[config.mk]
export PLATFORM = sky130hd
export DESIGN_NAME = sender_window_congestion_control_core
export DESIGN_NICKNAME = d
export VERILOG_FILES = /design/src/sv/swcc_pkg.sv /design/src/sv/sender_window_congestion_control_core.sv /design/src/sv/swcc_ram.sv /design/src/sv/swcc_ctrl.sv /design/src/sv/swcc_dp.sv
export VERILOG_INCLUDE_DIRS = /design/src /design/src/sv
export SDC_FILE = /design/constraint.sdc
export NUM_CORES = 2
export LEC_CHECK = 0
export ABC_AREA = 1
export BUFFER_PORTS_ARGS = -buffer_cell sky130_fd_sc_hd__buf_2
export CAP_MARGIN = 10
export CORE_MARGIN = 10
export CORE_UTILIZATION = 45
export CTS_CLUSTER_SIZE = 24
export DETAILED_ROUTE_END_ITERATION = 6
export PLACE_DENSITY = 0.72
export SYNTH_ARGS = -nofsm -noshare
export SYNTH_HDL_FRONTEND = slang
export SYNTH_HIERARCHICAL = 1
export SYNTH_SLANG_ARGS = --single-unit
[constraint.sdc]
create_clock -name clk -period 8 [get_ports clk]
set_clock_uncertainty 0.05 [all_clocks]
set_input_delay 0.4 -clock clk [delete_from_list [all_inputs] [get_ports clk]]
set_output_delay 0.4 -clock clk [all_outputs]
set_load 0.02 [all_outputs]
[src/sv/sender_window_congestion_control_core_defines.svh]
// assertion macros shared by the sender window controller rtl
// expects clk and rst_n in the scope where a macro is used
`ifndef SENDER_WINDOW_CONGESTION_CONTROL_CORE_DEFINES_SVH
`define SENDER_WINDOW_CONGESTION_CONTROL_CORE_DEFINES_SVH

// same-cycle implication, checked outside reset
`define SWCC_ASSERT_IMP(lbl, ante, cons, msg) \
    lbl: assert property (@(posedge clk) disable iff (!rst_n) (ante) |-> (cons)) \
        else $error(msg);

// next-cycle implication, checked outside reset
`define SWCC_ASSERT_NEXT(lbl, ante, cons, msg) \
    lbl: assert property (@(posedge clk) disable iff (!rst_n) (ante) |=> (cons)) \
        else $error(msg);

`endif

[src/sv/swcc_pkg.sv]
// types and constants of the sender window controller
// no dependencies
`default_nettype none

package swcc_pkg;

    localparam logic [12:0] RST_INCREMENT   = 13'd1024;
    localparam logic [15:0] RST_THRESHOLD   = 16'd30720;
    localparam logic [12:0] RST_SPAN        = 13'd1032;
    localparam logic [14:0] RST_PEER_WINDOW = 15'd1024;
    localparam logic [31:0] RST_CWND        = 32'h0400_0000;
    localparam logic [31:0] WIN_MAX         = 32'hFFFF_0000;

    // quotient bits of increment << 16
    localparam int DIV_BITS  = 29;
    localparam int DIV_CNT_W = $clog2(DIV_BITS + 1);

    typedef enum logic [1:0] {
        MODE_ACK     = 2'd0,
        MODE_TIMEOUT = 2'd1,
        MODE_SEND    = 2'd2,
        MODE_START   = 2'd3
    } mode_t;

    typedef enum logic [1:0] {
        CFG_WINDOW_INCREMENT  = 2'd0,
        CFG_INITIAL_THRESHOLD = 2'd1,
        CFG_PACKET_SPAN       = 2'd2
    } cfg_index_t;

    typedef enum logic [3:0] {
        ST_IDLE,
        ST_ACK_CHECK,
        ST_ACK_CMP,
        ST_ACK_DONE,
        ST_DIV,
        ST_TIMEOUT,
        ST_SEG_STEP,
        ST_SEG_PUSH,
        ST_START,
        ST_USE,
        ST_OUT
    } ctl_state_t;

    typedef struct packed {
        logic [31:0] ack_number;
        logic [14:0] peer_window;
        logic [12:0] segment_length;
        logic [14:0] initial_seq;
    } item_t;

    typedef struct packed {
        logic load;
        logic rd_head;
        logic pop;
        logic set_acc;
        logic ack_commit;
        logic cw_slow_add;
        logic div_start;
        logic cw_div_add;
        logic timeout;
        logic seg_step;
        logic seg_commit;
        logic conn_start;
        logic calc_usable;
        logic out_load;
    } ctl_cmd_t;

    typedef struct packed {
        logic count_zero;
        logic front_lt;
        logic front_eq;
        logic accepted;
        logic slow;
        logic armed;
        logic div_done;
    } ctl_stat_t;

    typedef struct packed {
        logic        queue_full;
        logic [15:0] slow_threshold;
        logic [15:0] usable_window;
        logic        can_send;
        logic        start_timer;
        logic        retransmit;
        logic [31:0] segment_seq;
        logic [31:0] base_seq;
        logic        accepted;
    } result_t;

endpackage

`default_nettype wire

[src/sv/sender_window_congestion_control_core.sv]
// top level of the sender window controller: config registers, output register
// depends on swcc_pkg, swcc_ctrl, swcc_dp and the defines header
//
//   channel  | direction | beat contents
//   ---------+-----------+--------------------------------------------------
//   s_axis   | in        | tuser mode, tdata ack/peer window/length/initial seq
//   m_axis   | out       | tdata one result per input beat
//   cfg      | in        | cfg_index register, cfg_data value
//
// one item at a time, from the accepting edge to the result load: ack compares queue
// entries from the head (registered ram read) and pops matched or older ones, then
// grows the window, by an add in slow start or the one-bit-a-cycle divide in avoidance
// timeout, start, segment sent (step, push) update state, then usable window and load
// a new beat is taken while a result waits on m_axis; the block stalls at the
// end of the next item until that result is taken. no clearing pass after reset
`default_nettype none
`include "sender_window_congestion_control_core_defines.svh"

module sender_window_congestion_control_core #(
    parameter int QUEUE_DEPTH = 32
) (
    input  wire logic         clk,
    input  wire logic         rst_n,
    input  wire logic         s_tvalid,
    output logic              s_tready,
    // [74:60] initial_seq, [59:47] segment_length, [46:32] peer_window,
    // [31:0] ack_number, [79:75] zero
    input  wire logic [79:0]  s_tdata,
    // [1:0] mode
    input  wire logic [1:0]   s_tuser,
    output logic              m_tvalid,
    input  wire logic         m_tready,
    // [0] accepted, [32:1] base_seq, [64:33] segment_seq, [65] retransmit,
    // [66] start_timer, [67] can_send, [83:68] usable_window,
    // [99:84] slow_threshold, [100] queue_full, [103:101] zero
    output logic [103:0]      m_tdata,
    input  wire logic         cfg_valid,
    output logic              cfg_ready,
    input  wire logic [1:0]   cfg_index,
    input  wire logic [15:0]  cfg_data
);

    import swcc_pkg::*;

    logic [12:0] incr_reg;
    logic [15:0] init_thr_reg;
    logic [12:0] span_reg;
    logic        m_tvalid_reg;
    logic [103:0] m_tdata_reg;

    ctl_cmd_t  cmd;
    ctl_stat_t stat;
    result_t   result;
    item_t     item;
    logic      out_free;

    assign cfg_ready = 1'b1;

    always_ff @(posedge clk or negedge rst_n)
    begin
        if (!rst_n)
        begin
            incr_reg     <= RST_INCREMENT;
            init_thr_reg <= RST_THRESHOLD;
            span_reg     <= RST_SPAN;
        end
        else if (cfg_valid)
        begin
            case (cfg_index)
                CFG_WINDOW_INCREMENT:  incr_reg     <= cfg_data[12:0];
                CFG_INITIAL_THRESHOLD: init_thr_reg <= cfg_data;
                CFG_PACKET_SPAN:       span_reg     <= cfg_data[12:0];
                default:               ;
            endcase
        end
    end

    assign item.ack_number     = s_tdata[31:0];
    assign item.peer_window    = s_tdata[46:32];
    assign item.segment_length = s_tdata[59:47];
    assign item.initial_seq    = s_tdata[74:60];

    assign out_free = !m_tvalid_reg || m_tready;

    swcc_ctrl u_ctrl (
        .clk      (clk),
        .rst_n    (rst_n),
        .in_valid (s_tvalid),
        .in_mode  (mode_t'(s_tuser)),
        .out_free (out_free),
        .stat     (stat),
        .in_ready (s_tready),
        .cmd      (cmd)
    );

    swcc_dp #(
        .QUEUE_DEPTH (QUEUE_DEPTH)
    ) u_dp (
        .clk               (clk),
        .rst_n             (rst_n),
        .cmd               (cmd),
        .item              (item),
        .window_increment  (incr_reg),
        .initial_threshold (init_thr_reg),
        .packet_span       (span_reg),
        .stat              (stat),
        .result            (result)
    );

    // result register parts the output handshake from the controller
    always_ff @(posedge clk or negedge rst_n)
    begin
        if (!rst_n)
        begin
            m_tvalid_reg <= 1'b0;
        end
        else if (cmd.out_load)
        begin
            m_tvalid_reg <= 1'b1;
        end
        else if (m_tready)
        begin
            m_tvalid_reg <= 1'b0;
        end
    end

    always_ff @(posedge clk)
    begin
        if (cmd.out_load)
        begin
            m_tdata_reg <= {3'b000, result};
        end
    end

    assign m_tvalid = m_tvalid_reg;
    assign m_tdata  = m_tdata_reg;

    `SWCC_ASSERT_IMP(a_load_on_beat, s_tvalid && s_tready, cmd.load, "input beat not loaded")
    `SWCC_ASSERT_IMP(a_out_slot_free, cmd.out_load, !m_tvalid || m_tready, "result overwritten")
    `SWCC_ASSERT_IMP(a_commit_accepted, cmd.ack_commit, stat.accepted, "ack committed unmatched")
    `SWCC_ASSERT_IMP(a_div_avoid, cmd.div_start, !stat.slow, "divide started in slow start")
    `SWCC_ASSERT_NEXT(a_div_not_done, cmd.div_start, !stat.div_done, "divide done too early")

endmodule

`default_nettype wire

[src/sv/swcc_ram.sv]
// generic single-port-write, single-port-read ram with registered read
// no dependencies
`default_nettype none

module swcc_ram #(
    parameter int WIDTH = 32,
    parameter int DEPTH = 32
) (
    input  wire logic                     clk,
    input  wire logic                     wr_en,
    input  wire logic [$clog2(DEPTH)-1:0] wr_addr,
    input  wire logic [WIDTH-1:0]         wr_data,
    input  wire logic                     rd_en,
    input  wire logic [$clog2(DEPTH)-1:0] rd_addr,
    output logic      [WIDTH-1:0]         rd_data
);

    logic [WIDTH-1:0] mem [DEPTH];
    logic [WIDTH-1:0] rd_data_reg;

    always_ff @(posedge clk)
    begin
        if (wr_en)
        begin
            mem[wr_addr] <= wr_data;
        end
        if (rd_en)
        begin
            rd_data_reg <= mem[rd_addr];
        end
    end

    assign rd_data = rd_data_reg;

endmodule

`default_nettype wire

[src/sv/swcc_ctrl.sv]
// controller state machine of the sender window controller
// depends on swcc_pkg
`default_nettype none

module swcc_ctrl (
    input  wire logic                 clk,
    input  wire logic                 rst_n,
    input  wire logic                 in_valid,
    input  wire swcc_pkg::mode_t      in_mode,
    input  wire logic                 out_free,
    input  wire swcc_pkg::ctl_stat_t  stat,
    output logic                      in_ready,
    output swcc_pkg::ctl_cmd_t        cmd
);

    import swcc_pkg::*;

    ctl_state_t state_reg;
    ctl_state_t state_next;

    always_ff @(posedge clk or negedge rst_n)
    begin
        if (!rst_n)
        begin
            state_reg <= ST_IDLE;
        end
        else
        begin
            state_reg <= state_next;
        end
    end

    always_comb
    begin
        state_next = state_reg;
        cmd        = '0;
        in_ready   = 1'b0;
        case (state_reg)
            ST_IDLE:
            begin
                in_ready = 1'b1;
                if (in_valid)
                begin
                    cmd.load = 1'b1;
                    case (in_mode)
                        MODE_ACK:     state_next = ST_ACK_CHECK;
                        MODE_TIMEOUT: state_next = ST_TIMEOUT;
                        MODE_SEND:    state_next = ST_SEG_STEP;
                        MODE_START:   state_next = ST_START;
                        default:      state_next = ST_IDLE;
                    endcase
                end
            end
            ST_ACK_CHECK:
            begin
                if (stat.count_zero)
                begin
                    state_next = ST_ACK_DONE;
                end
                else
                begin
                    cmd.rd_head = 1'b1;
                    state_next  = ST_ACK_CMP;
                end
            end
            ST_ACK_CMP:
            begin
                // front entry is on the ram output now
                if (stat.front_lt)
                begin
                    state_next = ST_ACK_DONE;
                end
                else
                begin
                    cmd.pop = 1'b1;
                    if (stat.front_eq)
                    begin
                        cmd.set_acc = 1'b1;
                        state_next  = ST_ACK_DONE;
                    end
                    else
                    begin
                        state_next = ST_ACK_CHECK;
                    end
                end
            end
            ST_ACK_DONE:
            begin
                if (stat.accepted)
                begin
                    cmd.ack_commit = 1'b1;
                    if (stat.slow)
                    begin
                        cmd.cw_slow_add = 1'b1;
                        state_next      = ST_USE;
                    end
                    else
                    begin
                        cmd.div_start = 1'b1;
                        state_next    = ST_DIV;
                    end
                end
                else
                begin
                    state_next = ST_USE;
                end
            end
            ST_DIV:
            begin
                if (stat.div_done)
                begin
                    cmd.cw_div_add = 1'b1;
                    state_next     = ST_USE;
                end
            end
            ST_TIMEOUT:
            begin
                cmd.timeout = stat.armed;
                state_next  = ST_USE;
            end
            ST_SEG_STEP:
            begin
                cmd.seg_step = 1'b1;
                state_next   = ST_SEG_PUSH;
            end
            ST_SEG_PUSH:
            begin
                cmd.seg_commit = 1'b1;
                state_next     = ST_USE;
            end
            ST_START:
            begin
                cmd.conn_start = 1'b1;
                state_next     = ST_USE;
            end
            ST_USE:
            begin
                cmd.calc_usable = 1'b1;
                state_next      = ST_OUT;
            end
            ST_OUT:
            begin
                if (out_free)
                begin
                    cmd.out_load = 1'b1;
                    state_next   = ST_IDLE;
                end
            end
            default:
            begin
                state_next = ST_IDLE;
            end
        endcase
    end

endmodule

`default_nettype wire

[src/sv/swcc_dp.sv]
// datapath of the sender window controller: queue, sequence state, window, divider
// depends on swcc_pkg and swcc_ram
`default_nettype none

module swcc_dp #(
    parameter int QUEUE_DEPTH = 32
) (
    input  wire logic                clk,
    input  wire logic                rst_n,
    input  wire swcc_pkg::ctl_cmd_t  cmd,
    input  wire swcc_pkg::item_t     item,
    input  wire logic [12:0]         window_increment,
    input  wire logic [15:0]         initial_threshold,
    input  wire logic [12:0]         packet_span,
    output swcc_pkg::ctl_stat_t      stat,
    output swcc_pkg::result_t        result
);

    import swcc_pkg::*;

    localparam int PTR_W = $clog2(QUEUE_DEPTH);
    localparam int CNT_W = $clog2(QUEUE_DEPTH + 1);
    localparam int SUM_W = PTR_W + 2;

    // control state
    logic [PTR_W-1:0] head_reg;
    logic [CNT_W-1:0] count_reg;
    logic [31:0]      base_reg;
    logic [31:0]      next_seq_reg;
    logic [14:0]      peer_reg;
    logic [31:0]      cwnd_reg;
    logic [15:0]      thr_reg;
    logic             armed_reg;
    logic             acc_reg;
    logic             start_reg;
    logic             retx_reg;
    logic             full_reg;
    logic             div_busy_reg;
    logic [DIV_CNT_W-1:0] div_cnt_reg;

    // payload
    item_t            item_reg;
    logic [31:0]      seg_reg;
    logic [15:0]      usable_reg;
    logic [15:0]      div_rem_reg;
    logic [DIV_BITS-1:0] div_quo_reg;
    logic [15:0]      div_den_reg;

    // queue indexes, wrapped at the depth
    logic [SUM_W-1:0] push_sum;
    logic [SUM_W-1:0] tail_sum;
    logic [PTR_W-1:0] push_idx;
    logic [PTR_W-1:0] tail_idx;
    logic [PTR_W-1:0] head_inc;
    logic             q_full;

    assign push_sum = SUM_W'(head_reg) + SUM_W'(count_reg);
    assign tail_sum = push_sum - SUM_W'(1);
    assign push_idx = (push_sum >= SUM_W'(QUEUE_DEPTH)) ?
                      PTR_W'(push_sum - SUM_W'(QUEUE_DEPTH)) : PTR_W'(push_sum);
    assign tail_idx = (tail_sum >= SUM_W'(QUEUE_DEPTH)) ?
                      PTR_W'(tail_sum - SUM_W'(QUEUE_DEPTH)) : PTR_W'(tail_sum);
    assign head_inc = (head_reg == PTR_W'(QUEUE_DEPTH - 1)) ? '0 : head_reg + PTR_W'(1);
    assign q_full   = (count_reg == CNT_W'(QUEUE_DEPTH));

    logic             count_zero;
    assign count_zero = (count_reg == '0);

    // ram ports
    logic             wr_en;
    logic [PTR_W-1:0] wr_addr;
    logic [31:0]      wr_data;
    logic [31:0]      rd_data;
    logic             seg_newer;
    logic             seg_push;
    logic             ack_push;

    assign seg_newer = count_zero || (next_seq_reg > rd_data);
    assign seg_push  = cmd.seg_commit && seg_newer && !q_full;
    assign ack_push  = cmd.ack_commit && count_zero;

    always_comb
    begin
        wr_en   = 1'b0;
        wr_addr = push_idx;
        wr_data = next_seq_reg;
        if (cmd.conn_start)
        begin
            wr_en   = 1'b1;
            wr_addr = '0;
            wr_data = 32'({1'b0, item_reg.initial_seq} + 16'd1);
        end
        else if (ack_push || seg_push)
        begin
            wr_en = 1'b1;
        end
    end

    swcc_ram #(
        .WIDTH (32),
        .DEPTH (QUEUE_DEPTH)
    ) u_queue (
        .clk     (clk),
        .wr_en   (wr_en),
        .wr_addr (wr_addr),
        .wr_data (wr_data),
        .rd_en   (cmd.rd_head || cmd.seg_step),
        .rd_addr (cmd.rd_head ? head_reg : tail_idx),
        .rd_data (rd_data)
    );

    // window arithmetic
    logic        slow;
    logic [15:0] cw_int;
    logic [15:0] div_den_start;
    logic [32:0] win_sum;
    logic [31:0] win_sat;
    logic [16:0] rem_shift;
    logic        rem_ge;
    logic [31:0] seg_end;

    assign slow          = cwnd_reg < {thr_reg, 16'h0000};
    assign cw_int        = cwnd_reg[31:16];
    assign div_den_start = (cw_int == '0) ? 16'd1 : cw_int;
    assign win_sum       = {1'b0, cwnd_reg} +
                           (cmd.cw_slow_add ? 33'({window_increment, 16'h0000})
                                            : 33'(div_quo_reg));
    assign win_sat       = (win_sum > 33'(WIN_MAX)) ? WIN_MAX : win_sum[31:0];
    assign rem_shift     = {div_rem_reg, div_quo_reg[DIV_BITS-1]};
    assign rem_ge        = rem_shift >= {1'b0, div_den_reg};
    assign seg_end       = next_seq_reg + 32'(item_reg.segment_length);

    always_ff @(posedge clk or negedge rst_n)
    begin
        if (!rst_n)
        begin
            head_reg     <= '0;
            count_reg    <= '0;
            base_reg     <= '0;
            next_seq_reg <= '0;
            peer_reg     <= RST_PEER_WINDOW;
            cwnd_reg     <= RST_CWND;
            thr_reg      <= RST_THRESHOLD;
            armed_reg    <= 1'b0;
            acc_reg      <= 1'b0;
            start_reg    <= 1'b0;
            retx_reg     <= 1'b0;
            full_reg     <= 1'b0;
            div_busy_reg <= 1'b0;
            div_cnt_reg  <= '0;
        end
        else
        begin
            if (cmd.load)
            begin
                acc_reg   <= 1'b0;
                start_reg <= 1'b0;
                retx_reg  <= 1'b0;
                full_reg  <= 1'b0;
            end
            if (cmd.pop)
            begin
                head_reg  <= head_inc;
                count_reg <= count_reg - CNT_W'(1);
            end
            if (cmd.set_acc)
            begin
                acc_reg <= 1'b1;
            end
            if (cmd.ack_commit)
            begin
                peer_reg <= item_reg.peer_window;
                base_reg <= item_reg.ack_number;
                if (count_zero)
                begin
                    count_reg <= count_reg + CNT_W'(1);
                end
                else
                begin
                    armed_reg <= 1'b1;
                    start_reg <= 1'b1;
                end
            end
            if (cmd.cw_slow_add || cmd.cw_div_add)
            begin
                cwnd_reg <= win_sat;
            end
            if (cmd.div_start)
            begin
                div_busy_reg <= 1'b1;
                div_cnt_reg  <= DIV_CNT_W'(DIV_BITS);
            end
            else if (cmd.cw_div_add)
            begin
                div_busy_reg <= 1'b0;
            end
            else if (div_busy_reg && div_cnt_reg != '0)
            begin
                div_cnt_reg <= div_cnt_reg - DIV_CNT_W'(1);
            end
            if (cmd.timeout)
            begin
                next_seq_reg <= base_reg;
                if (slow)
                begin
                    thr_reg  <= 16'(cwnd_reg[31:17]);
                    cwnd_reg <= {3'b000, window_increment, 16'h0000};
                end
                else
                begin
                    cwnd_reg <= {1'b0, cwnd_reg[31:1]};
                end
            end
            if (cmd.seg_step)
            begin
                next_seq_reg <= seg_end;
                if (next_seq_reg == base_reg)
                begin
                    armed_reg <= 1'b1;
                    start_reg <= 1'b1;
                end
            end
            if (cmd.seg_commit)
            begin
                if (!seg_newer)
                begin
                    retx_reg <= 1'b1;
                end
                else if (q_full)
                begin
                    full_reg <= 1'b1;
                end
                else
                begin
                    count_reg <= count_reg + CNT_W'(1);
                end
            end
            if (cmd.conn_start)
            begin
                head_reg     <= '0;
                count_reg    <= CNT_W'(1);
                next_seq_reg <= 32'({1'b0, item_reg.initial_seq} + 16'd1);
                cwnd_reg     <= {3'b000, window_increment, 16'h0000};
                thr_reg      <= initial_threshold;
                armed_reg    <= 1'b0;
            end
        end
    end

    always_ff @(posedge clk)
    begin
        if (cmd.load)
        begin
            item_reg <= item;
            seg_reg  <= '0;
        end
        if (cmd.seg_step)
        begin
            seg_reg <= next_seq_reg;
        end
        if (cmd.calc_usable)
        begin
            usable_reg <= (16'(peer_reg) < cw_int) ? 16'(peer_reg) : cw_int;
        end
        // restoring divide, one quotient bit a cycle
        if (cmd.div_start)
        begin
            div_rem_reg <= '0;
            div_quo_reg <= {window_increment, 16'h0000};
            div_den_reg <= div_den_start;
        end
        else if (div_busy_reg && div_cnt_reg != '0)
        begin
            div_rem_reg <= rem_ge ? 16'(rem_shift - {1'b0, div_den_reg}) : rem_shift[15:0];
            div_quo_reg <= {div_quo_reg[DIV_BITS-2:0], rem_ge};
        end
    end

    assign stat.count_zero = count_zero;
    assign stat.front_lt   = item_reg.ack_number < rd_data;
    assign stat.front_eq   = item_reg.ack_number == rd_data;
    assign stat.accepted   = acc_reg;
    assign stat.slow       = slow;
    assign stat.armed      = armed_reg;
    assign stat.div_done   = div_busy_reg && (div_cnt_reg == '0);

    assign result.queue_full     = full_reg;
    assign result.slow_threshold = thr_reg;
    assign result.usable_window  = usable_reg;
    assign result.can_send       = ({1'b0, next_seq_reg} + 33'(packet_span)) <
                                   ({1'b0, base_reg} + 33'(usable_reg));
    assign result.start_timer    = start_reg;
    assign result.retransmit     = retx_reg;
    assign result.segment_seq    = seg_reg;
    assign result.base_seq       = base_reg;
    assign result.accepted       = acc_reg;

endmodule

`default_nettype wire
==> impl_metrics.csv <==
group,metric,value,unit
route,drc,0,
synth,synth_edf_count,1309,
global_route,gr-usage-all-layers,23.4,%
setup_path,timing.rr.end,"u_dp/cwnd_reg[27]",
setup_path,startpoint_type,"register",
clock_network,cts_tree,"built",
power_and_ir_drop,power-per-cell-area,197,nW/um^2
placed_design,port_buffers,202,
cells_and_area,drive_above_1_share,9.01,%
floorplan,start_util,45.4,%
placed_design,placed_cell_area,74800,sq um
clock_network,clock_sinks,1537,
sta,timing.hold.ws,-4.61,ps
route,drt-vias-per-instance,5.65,
clock_network,cts_htree_levels,4,
floorplan,pin_count,212,
clock_network,clk_pin_slew_worst_paths,60,ps
min_path,hold_end,"m_tvalid",
setup_path,cpPeakStageDelay,670,ps
setup_path,crit_required,8680,ps
placed_design,post-place-ws,2250,ps
global_route,antenna_found_initial,6,
floorplan,die_area,177000,sq um
placed_design,dpl.hpwl,133000,um
outcome,status,"complete, but fails checks",
sta,hold_violations,1,
clock_network,cts_buffers,154,
setup_path,cp_slowest_cell,"dfrtp_1",
floorplan,row_count,146,
sta,setup_violations,0,
sta,fmax,168,MHz
run,max_cap_viol_count,0,
outcome,violations,"hold timing",
synth,syn_area_per_cell,10.2,sq um
min_path,min_from,"m_tready",
setup_path,r2r_start,"u_dp/cwnd_reg[19]",
cells_and_area,area.growth.synth_to_final,11.9,%
setup_path,r2r_setup_slack,2040,ps
clock_network,ctsResizeCount,0,
setup_path,critPathMaxFanout,43,
global_route,grt_pass1_vias,50634,
cells_and_area,layout.nets,7647,
global_route,grt_max_degree,224,
cells_and_area,fillers,13707,
sta,tightest_slew,1340,ps
synth,ys_ff_latch,1537,
synth,async_reset_ff_share,12.8,%
route,first_iter_violations,6853,
cells_and_area,regArea,44900,sq um
sta,max_slew_margin,10.7,%
min_path,hold_path_class,"input port to register",
power_and_ir_drop,peakVddDrop,0.229,mV
clock_network,clock_latency,800,ps
min_path,holdPathStages,4,
cells_and_area,layout_commonest_cell,"nand2_1",
setup_path,path_class,"register to register",
setup_path,worst_ep_arrival_time,6640,ps
route,dr_total_vias,53664,
setup_path,reg2reg_depth,29,
sta,fin_crit,5960,ps
sta,slew_viol_final,0,
cells_and_area,final_cell_mix,"nand2_1 (2355), edfxtp_1 (1309), nand3_1 (916)",
synth,yosysWarnings,6,
setup_path,cp_common_cell,"nand2_1",
cells_and_area,final_area,80800,sq um
sta,fin_ws,2040,ps
synth,synth-main-ff-cell,"edfxtp_1",
floorplan,core_area,159000,sq um
route,routedWlPerCell,22.5,um
clock_network,clock_path_buffers,3,
synth,syn-cell-area,72200,sq um
synth,synth_cell_types,68,
cells_and_area,multi_input_area,23500,sq um
sta,final.setup.tns,0,ps
cells_and_area,layout.cells.non_filler,9502,
global_route,gr-total-overflow,0,
sta,fin_crit_sh,74.5,%
cells_and_area,largest_reg_flops,1024,
clock_network,root_buffer,"clkbuf_16",
route,first_pass_iters,6,
placed_design,place_inst,9122,
route,ant_nets,0,
power_and_ir_drop,power.leakage,31.4,nW
setup_path,end_kind,"register",
global_route,grt_first_pass_wirelength,316000,um
placed_design,gp_congestion,0.946,
floorplan,die_w,421,um
sta,rsz0062_at_grt,"false",
floorplan,die_h,421,um
route,totalWireLength,213000,um
synth,synth-seq-area-share,62.1,%
synth,netlist_instances,7103,
## Yosys cell counts, drive strengths merged (15+ instances only)
library cell | count | share of area [%]
nand2 | 2376 | 12
edfxtp | 1309 | 54
nand3 | 922 | 6.4
inv | 541 | 2.8
nor2 | 270 | 1.5
buf | 231 | 2.4
ha | 229 | 4.0
o21ai | 223 | 1.6
a21oi | 183 | 1.3
dfrtp | 183 | 6.3
clkbuf | 112 | 0.59
nand4 | 79 | 0.68
xor2 | 78 | 0.95
nor3 | 49 | 0.35
o22ai | 49 | 0.42
o211ai | 38 | 0.39
xnor2 | 34 | 0.41
dfxtp | 32 | 0.89
o21bai | 21 | 0.22
a31oi | 16 | 0.14
o221ai | 15 | 0.18
## cells by family (layout without fill, tap and decap cells)
kind of cell,count (synthesis),in the layout,synth area share [%]
xor+xnor,112,112,1.36
compound gates,595,595,4.74
buf+inv,889,1212,5.83
fa+ha+maj,235,235,4.13
flops,1537,1537,62.1
mux,2,2,0.0295
simple gates,3730,3730,21.8
other cells,3,7,0.0156
## routing by layer
layer	routed length [um]	track usage [%]	up-vias	part of all wire, %
met4	8770	9.56	2	4.1
met3	21700	4.57	461	10
met5	16	0	-	0.0075
met1	83800	31.5	25778	39
met2	99000	37.2	2816	46
li1	-	-	24607	-
## through the flow
step / util [%] / power [mW]
3_5_place_dp: 47.1 / 8.98
4_1_cts: 50.8 / 16.0
2_1_floorplan: - / 8.89
5_1_grt: 50.8 / 16.3
3_3_place_gp: 47.1 / 8.97
6_report: 50.8 / 15.9
## area by class of cell
type | count | area share, %
multi-input cells | 4679 | 29.1
well taps | 2072 | 3.21
diodes | 2 | 0.00619
inverters | 546 | 2.57
clock buffers | 189 | 5.03
flip-flops and latches | 1537 | 55.5
clock inverters | 88 | 1.05
repair buffers | 389 | 3.46
## repair_timing
item / 4_1_cts / 5_1_grt
hold endpoints to repair: 206 / 0
setup buffers: 0 / 0
hold buffers: 94 / 0
## power by group
part	leakage, nW	total, mW	switching [mW]	internal [mW]
Sequential	12.0	8.66	0.0339	8.62
Clock	2.38	7.04	3.15	3.89
Combinational	17.0	0.197	0.116	0.0815
## critical path, delay by kind of cell, from the launching register on
kind	cells	cell delay [ps]
AO/OA/AOI/OAI	6	1240
buffers and inverters	5	1070
flip-flops	1	670
adder cells (fa/ha/maj)	2	760
AND/OR/NAND/NOR	16	2040
## how the worst max path moves through the flow
stage / slack, ps / to / cells past startpoint / startpoint
floorplan: 2240 / u_dp/seg_reg[0] / 5 / u_ctrl/state_reg[2]
global placement: 2300 / u_dp/cwnd_reg[27] / 29 / u_dp/cwnd_reg[17]
detailed placement: 2250 / u_dp/cwnd_reg[27] / 29 / u_dp/cwnd_reg[19]
CTS: 2200 / u_dp/cwnd_reg[27] / 29 / u_dp/cwnd_reg[19]
global route: 1680 / u_dp/cwnd_reg[27] / 32 / u_dp/cwnd_reg[19]
finish: 2040 / u_dp/cwnd_reg[27] / 29 / u_dp/cwnd_reg[19]
(Power assumes the default switching activity.)
